## src/hdl/qmsp_pkg.sv

```systemverilog
// Shared types and constants of the queued motion speed profiler.
`default_nettype none
package qmsp_pkg;

    localparam logic [2:0] FUNC_TICK      = 3'd0;
    localparam logic [2:0] FUNC_CHANGE    = 3'd1;
    localparam logic [2:0] FUNC_CHANGE_AT = 3'd2;
    localparam logic [2:0] FUNC_STOP_AT   = 3'd3;
    localparam logic [2:0] FUNC_CLEAR     = 3'd4;

    localparam logic [1:0] KIND_CHANGE    = 2'd1;
    localparam logic [1:0] KIND_CHANGE_AT = 2'd2;
    localparam logic [1:0] KIND_STOP_AT   = 2'd3;

    localparam logic [1:0] REG_MAX_SPEED      = 2'd0;
    localparam logic [1:0] REG_MAX_ACCEL      = 2'd1;
    localparam logic [1:0] REG_SPEED_STEP     = 2'd2;
    localparam logic [1:0] REG_DIST_TOLERANCE = 2'd3;

    localparam int APB_ADDR_W = 4;
    localparam int MAG_W      = 16;

    localparam logic [14:0] RST_MAX_SPEED      = 15'd2000;
    localparam logic [15:0] RST_MAX_ACCEL      = 16'd1000;
    localparam logic [11:0] RST_SPEED_STEP     = 12'd2;
    localparam logic [9:0]  RST_DIST_TOLERANCE = 10'd1;

    // Braking curve works in mm/s, so v*v is scaled by one thousand.
    localparam logic [9:0] ACCEL_SCALE = 10'd1000;

    typedef struct packed {
        logic [2:0]         func;
        logic signed [15:0] cmd_speed;
        logic signed [31:0] cmd_distance;
        logic signed [31:0] right_distance;
        logic signed [31:0] left_distance;
    } in_t;

    typedef struct packed {
        logic signed [15:0] target_speed;
        logic               motion_done;
        logic               queue_dropped;
        logic [3:0]         queue_count;
    } out_t;

    typedef struct packed {
        logic [1:0]         kind;
        logic signed [15:0] speed;
        logic signed [31:0] distance;
    } entry_t;

    typedef struct packed {
        logic [14:0] max_speed;
        logic [15:0] max_accel;
        logic [11:0] speed_step;
        logic [9:0]  dist_tolerance;
    } cfg_t;

    typedef struct packed {
        logic       load;
        logic       do_queue;
        logic       do_clear;
        logic       do_ramp;
        logic       do_prep;
        logic       do_mul;
        logic       do_sum;
        logic       do_sq;
        logic       do_cmp;
        logic       do_fin;
        logic       out_load;
        logic [3:0] bit_idx;
    } dp_cmd_t;

    typedef struct packed {
        logic [2:0] func;
        logic       queue_nz;
        logic [1:0] head_kind;
    } dp_status_t;

endpackage
`default_nettype wire

```

## src/hdl/queued_motion_speed_profiler_top.sv

```systemverilog
// Top level of the queued motion speed profiler: register port and block wiring.
//
//  Port group  Direction  Handshake          Beat contents
//  s_*         in         s_valid/s_ready    func, speed, distance, wheel distances
//  m_*         out        m_valid/m_ready    target speed, done, dropped, count
//  APB         in/out     psel/penable       four configuration registers
//
// Queue, clear, non-distance ticks and idle ticks pass through S_DECODE and S_RESULT only.
// A distance tick also runs a 16-bit square root search that squares a trial value
// on a 16x16 multiplier in S_SQ and compares it in S_CMP for each result bit.
// Reset is synchronous; the queue memory needs no clearing pass.
// A held result stalls only the next item's final cycle, not its acceptance.
`default_nettype none
module queued_motion_speed_profiler_top #(
    parameter int QUEUE_DEPTH = 8
) (
    input  wire logic                            aclk,
    input  wire logic                            aresetn,
    input  wire logic                            s_valid,
    output logic                                 s_ready,
    input  wire qmsp_pkg::in_t                   s_data,
    output logic                                 m_valid,
    input  wire logic                            m_ready,
    output qmsp_pkg::out_t                       m_data,
    input  wire logic                            psel,
    input  wire logic                            penable,
    input  wire logic                            pwrite,
    input  wire logic [qmsp_pkg::APB_ADDR_W-1:0] paddr,
    input  wire logic [31:0]                     pwdata,
    output logic [31:0]                          prdata,
    output logic                                 pready
);

    qmsp_pkg::cfg_t       cfg_reg, cfg_next;
    qmsp_pkg::dp_cmd_t    cmd;
    qmsp_pkg::dp_status_t status;
    logic                 wr_en;

    assign pready = 1'b1;
    assign wr_en  = psel && penable && pwrite && pready;

    always_comb begin
        cfg_next = cfg_reg;
        if (wr_en) begin
            case (paddr[3:2])
                qmsp_pkg::REG_MAX_SPEED:      cfg_next.max_speed      = pwdata[14:0];
                qmsp_pkg::REG_MAX_ACCEL:      cfg_next.max_accel      = pwdata[15:0];
                qmsp_pkg::REG_SPEED_STEP:     cfg_next.speed_step     = pwdata[11:0];
                qmsp_pkg::REG_DIST_TOLERANCE: cfg_next.dist_tolerance = pwdata[9:0];
                default: cfg_next = cfg_reg;
            endcase
        end
    end

    always_comb begin
        case (paddr[3:2])
            qmsp_pkg::REG_MAX_SPEED:      prdata = 32'(cfg_reg.max_speed);
            qmsp_pkg::REG_MAX_ACCEL:      prdata = 32'(cfg_reg.max_accel);
            qmsp_pkg::REG_SPEED_STEP:     prdata = 32'(cfg_reg.speed_step);
            qmsp_pkg::REG_DIST_TOLERANCE: prdata = 32'(cfg_reg.dist_tolerance);
            default:                      prdata = '0;
        endcase
    end

    always_ff @(posedge aclk) begin
        if (!aresetn) begin
            cfg_reg.max_speed      <= qmsp_pkg::RST_MAX_SPEED;
            cfg_reg.max_accel      <= qmsp_pkg::RST_MAX_ACCEL;
            cfg_reg.speed_step     <= qmsp_pkg::RST_SPEED_STEP;
            cfg_reg.dist_tolerance <= qmsp_pkg::RST_DIST_TOLERANCE;
        end else begin
            cfg_reg <= cfg_next;
        end
    end

    qmsp_ctrl u_ctrl (
        .aclk    (aclk),
        .aresetn (aresetn),
        .s_valid (s_valid),
        .s_ready (s_ready),
        .m_valid (m_valid),
        .m_ready (m_ready),
        .status  (status),
        .cmd     (cmd)
    );

    qmsp_dp #(
        .QUEUE_DEPTH (QUEUE_DEPTH)
    ) u_dp (
        .aclk    (aclk),
        .aresetn (aresetn),
        .s_data  (s_data),
        .cfg     (cfg_reg),
        .cmd     (cmd),
        .status  (status),
        .m_data  (m_data)
    );

    // An accepted beat always makes the block busy, so s_ready drops after acceptance.
    a_busy_after_accept: assert property (@(posedge aclk) disable iff (!aresetn)
        s_valid && s_ready |=> !s_ready)
        else $error("input accepted while previous item in flight");

    // Completion comes only from ticks and refusal only from queue commands.
    a_done_xor_drop: assert property (@(posedge aclk) disable iff (!aresetn)
        m_valid |-> !(m_data.motion_done && m_data.queue_dropped))
        else $error("done and dropped reported together");

    // A refused command means the queue stayed full.
    a_drop_full: assert property (@(posedge aclk) disable iff (!aresetn)
        m_valid && m_data.queue_dropped |-> m_data.queue_count == 4'(QUEUE_DEPTH))
        else $error("command dropped with room in queue");

endmodule
`default_nettype wire

```

## src/hdl/qmsp_ram.sv

```systemverilog
// Generic single-write, single-read RAM with registered read data.
`default_nettype none
module qmsp_ram #(
    parameter int WIDTH = 8,
    parameter int DEPTH = 8
) (
    input  wire logic                     aclk,
    input  wire logic                     we,
    input  wire logic [$clog2(DEPTH)-1:0] waddr,
    input  wire logic [WIDTH-1:0]         wdata,
    input  wire logic [$clog2(DEPTH)-1:0] raddr,
    output logic      [WIDTH-1:0]         rdata
);

    logic [WIDTH-1:0] mem [DEPTH];

    always_ff @(posedge aclk) begin
        if (we) begin
            mem[waddr] <= wdata;
        end
        rdata <= mem[raddr];
    end

endmodule
`default_nettype wire

```

## src/hdl/qmsp_dp.sv

```systemverilog
// Datapath: command queue, speed ramp, braking curve and result register.
`default_nettype none
module qmsp_dp #(
    parameter int QUEUE_DEPTH = 8
) (
    input  wire logic                 aclk,
    input  wire logic                 aresetn,
    input  wire qmsp_pkg::in_t        s_data,
    input  wire qmsp_pkg::cfg_t       cfg,
    input  wire qmsp_pkg::dp_cmd_t    cmd,
    output qmsp_pkg::dp_status_t      status,
    output qmsp_pkg::out_t            m_data
);

    localparam int PTR_W   = $clog2(QUEUE_DEPTH);
    localparam int CNT_W   = $clog2(QUEUE_DEPTH + 1);
    localparam int ENTRY_W = $bits(qmsp_pkg::entry_t);
    localparam int MAG_W_L = qmsp_pkg::MAG_W;

    qmsp_pkg::in_t      item_reg, item_next;
    qmsp_pkg::entry_t   entry_reg, entry_next, head_entry;
    qmsp_pkg::out_t     out_reg, out_next;
    logic [PTR_W-1:0]   head_reg, head_next, tail_reg, tail_next;
    logic [CNT_W-1:0]   count_reg, count_next;
    logic signed [15:0] cur_reg, cur_next, cruise_reg, cruise_next;
    logic               captured_reg, captured_next, finished_reg, finished_next;
    logic               done_reg, done_next, dropped_reg, dropped_next;
    logic               neg_reg, neg_next;
    logic [32:0]        aerr_reg, aerr_next;
    logic [48:0]        prod_reg, prod_next;
    logic [31:0]        vv_reg, vv_next;
    logic [50:0]        n_reg, n_next;
    logic [MAG_W_L-1:0] mag_reg, mag_next;
    logic [31:0]        sq_reg, sq_next;

    logic               ram_we;
    qmsp_pkg::entry_t   ram_wdata;
    logic [ENTRY_W-1:0] ram_rdata;

    qmsp_ram #(
        .WIDTH (ENTRY_W),
        .DEPTH (QUEUE_DEPTH)
    ) u_queue (
        .aclk  (aclk),
        .we    (ram_we),
        .waddr (tail_reg),
        .wdata (ram_wdata),
        .raddr (head_reg),
        .rdata (ram_rdata)
    );

    assign head_entry = qmsp_pkg::entry_t'(ram_rdata);

    function automatic logic [PTR_W-1:0] ptr_inc(input logic [PTR_W-1:0] p);
        ptr_inc = (p == PTR_W'(QUEUE_DEPTH - 1)) ? '0 : p + 1'b1;
    endfunction

    always_comb begin
        logic signed [16:0] lim, spd17, diff, st, cap, lmag, cspd;
        logic signed [15:0] new_spd;
        logic signed [31:0] qdist;
        logic signed [33:0] sum, robot, err;
        logic signed [31:0] vsq;
        logic [CNT_W-1:0]   cnt;
        logic [MAG_W_L-1:0] trial;
        logic               pop, fin;

        item_next     = item_reg;
        entry_next    = entry_reg;
        out_next      = out_reg;
        head_next     = head_reg;
        tail_next     = tail_reg;
        count_next    = count_reg;
        cur_next      = cur_reg;
        cruise_next   = cruise_reg;
        captured_next = captured_reg;
        finished_next = finished_reg;
        done_next     = done_reg;
        dropped_next  = dropped_reg;
        neg_next      = neg_reg;
        aerr_next     = aerr_reg;
        prod_next     = prod_reg;
        vv_next       = vv_reg;
        n_next        = n_reg;
        mag_next      = mag_reg;
        sq_next       = sq_reg;
        ram_we        = 1'b0;
        ram_wdata     = '0;
        pop           = 1'b0;
        fin           = finished_reg;
        lim           = 17'(signed'({2'b00, cfg.max_speed}));
        spd17         = 17'(item_reg.cmd_speed);
        st            = 17'(signed'({5'b00000, cfg.speed_step}));
        diff          = 17'(head_entry.speed) - 17'(cur_reg);
        cap           = (cruise_reg < 0) ? -17'(cruise_reg) : 17'(cruise_reg);
        lmag          = 17'(signed'({1'b0, mag_reg}));
        trial         = mag_reg | (MAG_W_L'(1) << cmd.bit_idx);
        sum           = 34'(item_reg.right_distance) + 34'(item_reg.left_distance);
        // Arithmetic shift rounds down, so negative sums get one added first to round toward zero.
        robot         = (sum + 34'(signed'({1'b0, sum[33]}))) >>> 1;
        err           = 34'(entry_reg.distance) - robot;
        vsq           = entry_reg.speed * entry_reg.speed;
        qdist         = item_reg.cmd_distance;
        cnt           = count_reg;
        new_spd       = cur_reg;
        cspd          = '0;

        if (cmd.load) begin
            item_next    = s_data;
            done_next    = 1'b0;
            dropped_next = 1'b0;
        end

        if (cmd.do_queue) begin
            if (spd17 > lim) begin
                spd17 = lim;
            end
            if (spd17 < -lim) begin
                spd17 = -lim;
            end
            if (item_reg.func == qmsp_pkg::FUNC_STOP_AT) begin
                spd17 = '0;
            end
            if (item_reg.func == qmsp_pkg::FUNC_CHANGE) begin
                qdist = '0;
            end
            if (count_reg != '0 && finished_reg) begin
                head_next     = ptr_inc(head_reg);
                cnt           = count_reg - 1'b1;
                finished_next = 1'b0;
                captured_next = 1'b0;
                cruise_next   = '0;
            end
            if (cnt == CNT_W'(QUEUE_DEPTH)) begin
                dropped_next = 1'b1;
                count_next   = cnt;
            end else begin
                ram_we         = 1'b1;
                ram_wdata.kind = item_reg.func[1:0];
                ram_wdata.speed    = spd17[15:0];
                ram_wdata.distance = qdist;
                tail_next      = ptr_inc(tail_reg);
                count_next     = cnt + 1'b1;
            end
        end

        if (cmd.do_clear) begin
            head_next     = '0;
            tail_next     = '0;
            count_next    = '0;
            finished_next = 1'b0;
            captured_next = 1'b0;
            cruise_next   = '0;
        end

        if (cmd.do_ramp) begin
            if (diff > st) begin
                new_spd = 16'(17'(cur_reg) + st);
            end else if (diff < -st) begin
                new_spd = 16'(17'(cur_reg) - st);
            end else begin
                new_spd = head_entry.speed;
            end
            cur_next = new_spd;
            if (new_spd == head_entry.speed) begin
                done_next = 1'b1;
                pop       = 1'b1;
            end
        end

        if (cmd.do_prep) begin
            entry_next = head_entry;
            if (!captured_reg) begin
                cruise_next   = cur_reg;
                captured_next = 1'b1;
            end
        end

        if (cmd.do_mul) begin
            // Error is formed from the entry captured in the previous cycle.
            neg_next  = err[33];
            aerr_next = err[33] ? 33'(-err) : 33'(err);
            vv_next   = 32'(vsq);
        end

        if (cmd.do_sum) begin
            prod_next = 49'(aerr_reg) * 49'(cfg.max_accel);
            mag_next  = '0;
        end

        if (cmd.do_sq) begin
            if (cmd.bit_idx == 4'(MAG_W_L - 1)) begin
                n_next = {prod_reg, 1'b0} + 51'(42'(vv_reg) * 42'(qmsp_pkg::ACCEL_SCALE));
            end
            sq_next = 32'(trial) * 32'(trial);
        end

        if (cmd.do_cmp) begin
            if (51'(42'(sq_reg) * 42'(qmsp_pkg::ACCEL_SCALE)) <= n_reg) begin
                mag_next = trial;
            end
        end

        if (cmd.do_fin) begin
            if (lmag > cap) begin
                lmag = cap;
            end
            cspd    = neg_reg ? -lmag : lmag;
            new_spd = cspd[15:0];
            if (aerr_reg <= 33'(cfg.dist_tolerance)) begin
                new_spd = entry_reg.speed;
                if (!finished_reg) begin
                    done_next = 1'b1;
                end
                fin = 1'b1;
            end
            cur_next      = new_spd;
            finished_next = fin;
            if (entry_reg.kind == qmsp_pkg::KIND_CHANGE_AT) begin
                pop = fin;
            end else begin
                pop = fin && (count_reg > CNT_W'(1));
            end
        end

        if (pop) begin
            head_next     = ptr_inc(head_reg);
            count_next    = count_reg - 1'b1;
            finished_next = 1'b0;
            captured_next = 1'b0;
            cruise_next   = '0;
        end

        if (cmd.out_load) begin
            out_next.target_speed  = cur_reg;
            out_next.motion_done   = done_reg;
            out_next.queue_dropped = dropped_reg;
            out_next.queue_count   = 4'(count_reg);
        end
    end

    always_ff @(posedge aclk) begin
        if (!aresetn) begin
            head_reg     <= '0;
            tail_reg     <= '0;
            count_reg    <= '0;
            cur_reg      <= '0;
            cruise_reg   <= '0;
            captured_reg <= 1'b0;
            finished_reg <= 1'b0;
            done_reg     <= 1'b0;
            dropped_reg  <= 1'b0;
        end else begin
            head_reg     <= head_next;
            tail_reg     <= tail_next;
            count_reg    <= count_next;
            cur_reg      <= cur_next;
            cruise_reg   <= cruise_next;
            captured_reg <= captured_next;
            finished_reg <= finished_next;
            done_reg     <= done_next;
            dropped_reg  <= dropped_next;
        end
        item_reg  <= item_next;
        entry_reg <= entry_next;
        out_reg   <= out_next;
        neg_reg   <= neg_next;
        aerr_reg  <= aerr_next;
        prod_reg  <= prod_next;
        vv_reg    <= vv_next;
        n_reg     <= n_next;
        mag_reg   <= mag_next;
        sq_reg    <= sq_next;
    end

    assign status.func      = item_reg.func;
    assign status.queue_nz  = (count_reg != '0);
    assign status.head_kind = head_entry.kind;
    assign m_data           = out_reg;

endmodule
`default_nettype wire

```

## src/hdl/qmsp_ctrl.sv

```systemverilog
// Controller: sequences each item through the datapath and owns the handshakes.
`default_nettype none
module qmsp_ctrl (
    input  wire logic                 aclk,
    input  wire logic                 aresetn,
    input  wire logic                 s_valid,
    output logic                      s_ready,
    output logic                      m_valid,
    input  wire logic                 m_ready,
    input  wire qmsp_pkg::dp_status_t status,
    output qmsp_pkg::dp_cmd_t         cmd
);

    localparam logic [2:0] S_IDLE   = 3'd0;
    localparam logic [2:0] S_DECODE = 3'd1;
    localparam logic [2:0] S_PREP   = 3'd2;
    localparam logic [2:0] S_MUL    = 3'd3;
    localparam logic [2:0] S_SQ     = 3'd4;
    localparam logic [2:0] S_CMP    = 3'd5;
    localparam logic [2:0] S_FIN    = 3'd6;
    localparam logic [2:0] S_RESULT = 3'd7;

    logic [2:0] state_reg, state_next;
    logic [3:0] bit_reg, bit_next;
    logic       m_valid_reg, m_valid_next;

    always_comb begin
        cmd          = '0;
        cmd.bit_idx  = bit_reg;
        state_next   = state_reg;
        bit_next     = bit_reg;
        m_valid_next = m_valid_reg && !m_ready;
        case (state_reg)
            S_IDLE: begin
                if (s_valid) begin
                    cmd.load   = 1'b1;
                    state_next = S_DECODE;
                end
            end
            S_DECODE: begin
                state_next = S_RESULT;
                if (status.func inside {qmsp_pkg::FUNC_CHANGE, qmsp_pkg::FUNC_CHANGE_AT,
                                        qmsp_pkg::FUNC_STOP_AT}) begin
                    cmd.do_queue = 1'b1;
                end else if (status.func == qmsp_pkg::FUNC_CLEAR) begin
                    cmd.do_clear = 1'b1;
                end else if (status.func == qmsp_pkg::FUNC_TICK && status.queue_nz) begin
                    if (status.head_kind == qmsp_pkg::KIND_CHANGE) begin
                        cmd.do_ramp = 1'b1;
                    end else if (status.head_kind inside {qmsp_pkg::KIND_CHANGE_AT,
                                                          qmsp_pkg::KIND_STOP_AT}) begin
                        cmd.do_prep = 1'b1;
                        state_next  = S_PREP;
                    end
                end
            end
            S_PREP: begin
                cmd.do_mul = 1'b1;
                state_next = S_MUL;
            end
            S_MUL: begin
                cmd.do_sum = 1'b1;
                bit_next   = 4'(qmsp_pkg::MAG_W - 1);
                state_next = S_SQ;
            end
            S_SQ: begin
                cmd.do_sq  = 1'b1;
                state_next = S_CMP;
            end
            S_CMP: begin
                cmd.do_cmp = 1'b1;
                if (bit_reg == '0) begin
                    state_next = S_FIN;
                end else begin
                    bit_next   = bit_reg - 1'b1;
                    state_next = S_SQ;
                end
            end
            S_FIN: begin
                cmd.do_fin = 1'b1;
                state_next = S_RESULT;
            end
            S_RESULT: begin
                if (!m_valid_reg || m_ready) begin
                    cmd.out_load = 1'b1;
                    m_valid_next = 1'b1;
                    state_next   = S_IDLE;
                end
            end
            default: begin
                state_next = S_IDLE;
            end
        endcase
    end

    always_ff @(posedge aclk) begin
        if (!aresetn) begin
            state_reg   <= S_IDLE;
            bit_reg     <= '0;
            m_valid_reg <= 1'b0;
        end else begin
            state_reg   <= state_next;
            bit_reg     <= bit_next;
            m_valid_reg <= m_valid_next;
        end
    end

    assign s_ready = (state_reg == S_IDLE);
    assign m_valid = m_valid_reg;

endmodule
`default_nettype wire
```

## config.mk

```make
export PLATFORM = sky130hd
export DESIGN_NAME = queued_motion_speed_profiler_top
export DESIGN_NICKNAME = d
export VERILOG_FILES = /design/src/hdl/qmsp_pkg.sv /design/src/hdl/queued_motion_speed_profiler_top.sv /design/src/hdl/qmsp_ram.sv /design/src/hdl/qmsp_dp.sv /design/src/hdl/qmsp_ctrl.sv
export SDC_FILE = /design/constraint.sdc
export NUM_CORES = 2
export LEC_CHECK = 0
export BUFFER_PORTS_ARGS = -buffer_cell sky130_fd_sc_hd__buf_2
export CORE_MARGIN = 8
export CORE_UTILIZATION = 30
export CTS_BUF_LIST = sky130_fd_sc_hd__clkbuf_4 sky130_fd_sc_hd__clkbuf_8
export DETAILED_ROUTE_END_ITERATION = 16
export PLACE_DENSITY = 0.51
export SLEW_MARGIN = 5
export SYNTH_ARGS = -nofsm -noshare
export SYNTH_HDL_FRONTEND = slang
export SYNTH_HIERARCHICAL = 1
export SYNTH_SLANG_ARGS = --single-unit
```

## constraint.sdc

```tcl
create_clock -name aclk -period 19.04 [get_ports aclk]
set_clock_uncertainty 0.15 [all_clocks]
set_input_delay 0.952 -clock aclk [delete_from_list [all_inputs] [get_ports aclk]]
set_output_delay 0.952 -clock aclk [all_outputs]
set_load 0.02 [all_outputs]
```

==> results.yml <==
run_status:
  status: "finished clean"
hold_path:
  hold_depth: 1
  hold_class: "in -> reg"
  whs_endpoint: "u_dp/item_reg[69]"
  hold_path.startpoint: "s_data[69]"
floorplan:
  row_count: 202
  io_pins: 215
  dieArea_um2: 321400
  die_h_um: 566.9
  initial_core_util_pct: 30.10
  core_um2: 302500
  die_w_um: 566.9
route:
  dr.pass1.iters: 8
  remaining_drc_errors: 0
  finalWirelength_um: 244500
  vias: 62620
  drtIter0Drc: 3838
  antenna_left: 0
  routedWlPerCell_um: 18.85
  vias_per_cell: 4.827
cells_and_area:
  layout.nets: 10840
  mostFrequentLayoutCells: "inv_1, fa_1, nand2_1, edfxtp_1, ha_1"
  largest_register_ffs: 400
  multi_input_area_um2: 57370
  final_common_cell: "inv_1"
  filler_cell_count: 30410
  final-seq-area_um2: 26960
  drive_gt1_share_pct: 7.843
  area_growth_pct: 11.06
sta:
  worst_slew_pin_slew_ps: 1266
  fin_crit_sh_pct: 48.20
  rsz0062_at_grt: "false"
  max_freq_ghz: 0.1090
  relSlewSlack_pct: 14.66
  setup_viol_count_final: 0
  min_period_ps: 9177
  drv_slew: 0
  finalHoldViolCount: 0
  finalSetupTns_ps: 0
synth:
  syn_avg_cell_area_um2: 10.63
  async_flop_share_pct: 0
  syn_inst: 8570
  synth.top_cell.area_share_pct: 25.79
  synth_warnings: 6
  synth_area_leaders: "edfxtp_1, fa_1, ha_1"
  seq_area_frac_synth_pct: 29.59
  yosys.area.top_type: "edfxtp_1"
  syn_area_um2: 91060
  ys_seq_elements: 955
  yosysUniqueCellTypes: 109
  ys.flop_type: "edfxtp_1"
  synth_edf_count: 782
worst_setup_path:
  cp_slowest_cell: "o311ai_1"
  worst_path_largest_cell_delay_ps: 640
  cp.required_ps: 19480
  rrSetupSlack_ps: 9860
  path_class: "reg -> reg"
  cp_max_fo: 23
  endpoint_kind: "flop"
  rr_startpoint: "u_dp/item_reg[0]"
  cp.arrival_ps: 9610
  rr_worst_depth: 33
  rr_endpoint: "u_dp/aerr_reg[4]"
  startpoint_type: "flop"
clocking:
  postCtsHoldBufs: 105
  clk_latency_ps: 960
  ctsRootBufferMaster: "clkbuf_8"
  post_cts_resize_count: 0
  ctsHtreeMaxLevel: 4
  clkSinkCount: 955
  cts_tree: "yes"
  post_cts_buffers: 0
  numCtsBuffers: 175
  clkTransAtPathRegs_ps: 60
  cts.path.max_buffers: 4
place:
  io_buffer_count: 179
  place.gp.congestion: 0.8781
  hpwl_um: 187100
global_route:
  antenna_found_initial: 13
  grt_pass1_vias: 66370
  grt_max_degree: 70
  grt_use_total_pct: 14.93
  grt_pass1_wl_um: 381900
  gr-total-overflow: 0
job:
  drv_cap: 0
[how the worst max path moves through the flow]
stage	from	to	depth (start not counted)
after global placement	u_dp/item_reg[0]	u_dp/aerr_reg[9]	33
final	u_dp/item_reg[0]	u_dp/aerr_reg[4]	33
after floorplan	u_ctrl/bit_reg[3]	u_dp/sq_reg[30]	29
after detailed placement	u_dp/item_reg[0]	u_dp/aerr_reg[4]	33
after global routing	u_dp/item_reg[0]	u_dp/aerr_reg[28]	35
after CTS	u_dp/item_reg[0]	u_dp/aerr_reg[4]	33
[final cells by class]
cell class / count / area share, %
multi-input cells: 5853 / 56.73
repair buffers: 369 / 2.559
flip-flops and latches: 955 / 26.66
clock inverters: 57 / 0.4714
clock buffers: 249 / 3.049
well taps: 3978 / 4.922
inverters: 1506 / 5.595
diodes: 6 / 0.01485
[through the flow]
step | worst slack (ps) | util (%) | std cells | hold slack [ps] | instance area, µm²
final | 9863 | 33.43 | 12970 | 97.56 | 101100
after global routing | 9132 | 33.42 | 12970 | 21.26 | 101100
after CTS | 9764 | 33.42 | 12970 | 1.094 | 101100
after detailed placement | 9881 | 31.90 | 12560 | 240.4 | 96500
after global placement | 10030 | 31.90 | 12560 | 238.6 | 96500
after floorplan | 11140 | - | 8588 | 235.5 | 91130
[kinds of logic (layout without fill, tap and decap cells)]
group / after synthesis / in the layout / share of synthesized area (%)
XOR/XNOR: 412 / 412 / 3.963
other: 4 / 28 / 0.01648
AND/OR/NAND/NOR: 2148 / 2148 / 11.38
AO/OA/AOI/OAI: 1190 / 1190 / 8.702
flip-flops: 955 / 955 / 29.59
adder cells (fa/ha/maj): 1825 / 1825 / 33.91
multiplexers: 256 / 256 / 4.816
buffers and inverters: 1780 / 2181 / 7.618
[Yosys cell counts, drive strengths merged, types with 14 or more instances]
cell,n
a211o,16
a211oi,48
a21o,134
a21oi,311
a221oi,19
a31oi,51
and2,270
and3,55
and4,14
buf,68
clkbuf,206
dfxtp,173
edfxtp,782
fa,1072
ha,753
inv,1495
mux2,54
mux2i,92
mux4,110
nand2,798
nand2b,70
nand3,117
nand4,50
nor2,407
nor2b,84
nor3,110
nor4,36
o2111ai,15
o211ai,49
o21a,58
o21ai,214
o21bai,40
o22ai,27
o311ai,18
o31a,17
o31ai,33
o41ai,18
or2,24
or3,46
xnor2,301
xor2,111
[per-layer routing]
metal  share of wire, %  track usage, %
met1                 44           19.77
met5                  0               0
met4                2.9           4.260
met3                4.8           2.113
met2                 48           25.48
[critical path: cells and delay by family, from the launching register on]
family | cells | cell delay [ps]
AO/OA/AOI/OAI | 17 | 4840
XOR/XNOR | 2 | 600
adder cells (fa/ha/maj) | 4 | 1090
buffers and inverters | 6 | 1050
flip-flops | 1 | 340
AND/OR/NAND/NOR | 4 | 750
Power is left out: the tool's default activity adds up to more than one toggle a clock period on the data nets, which glitch-free logic cannot reach.
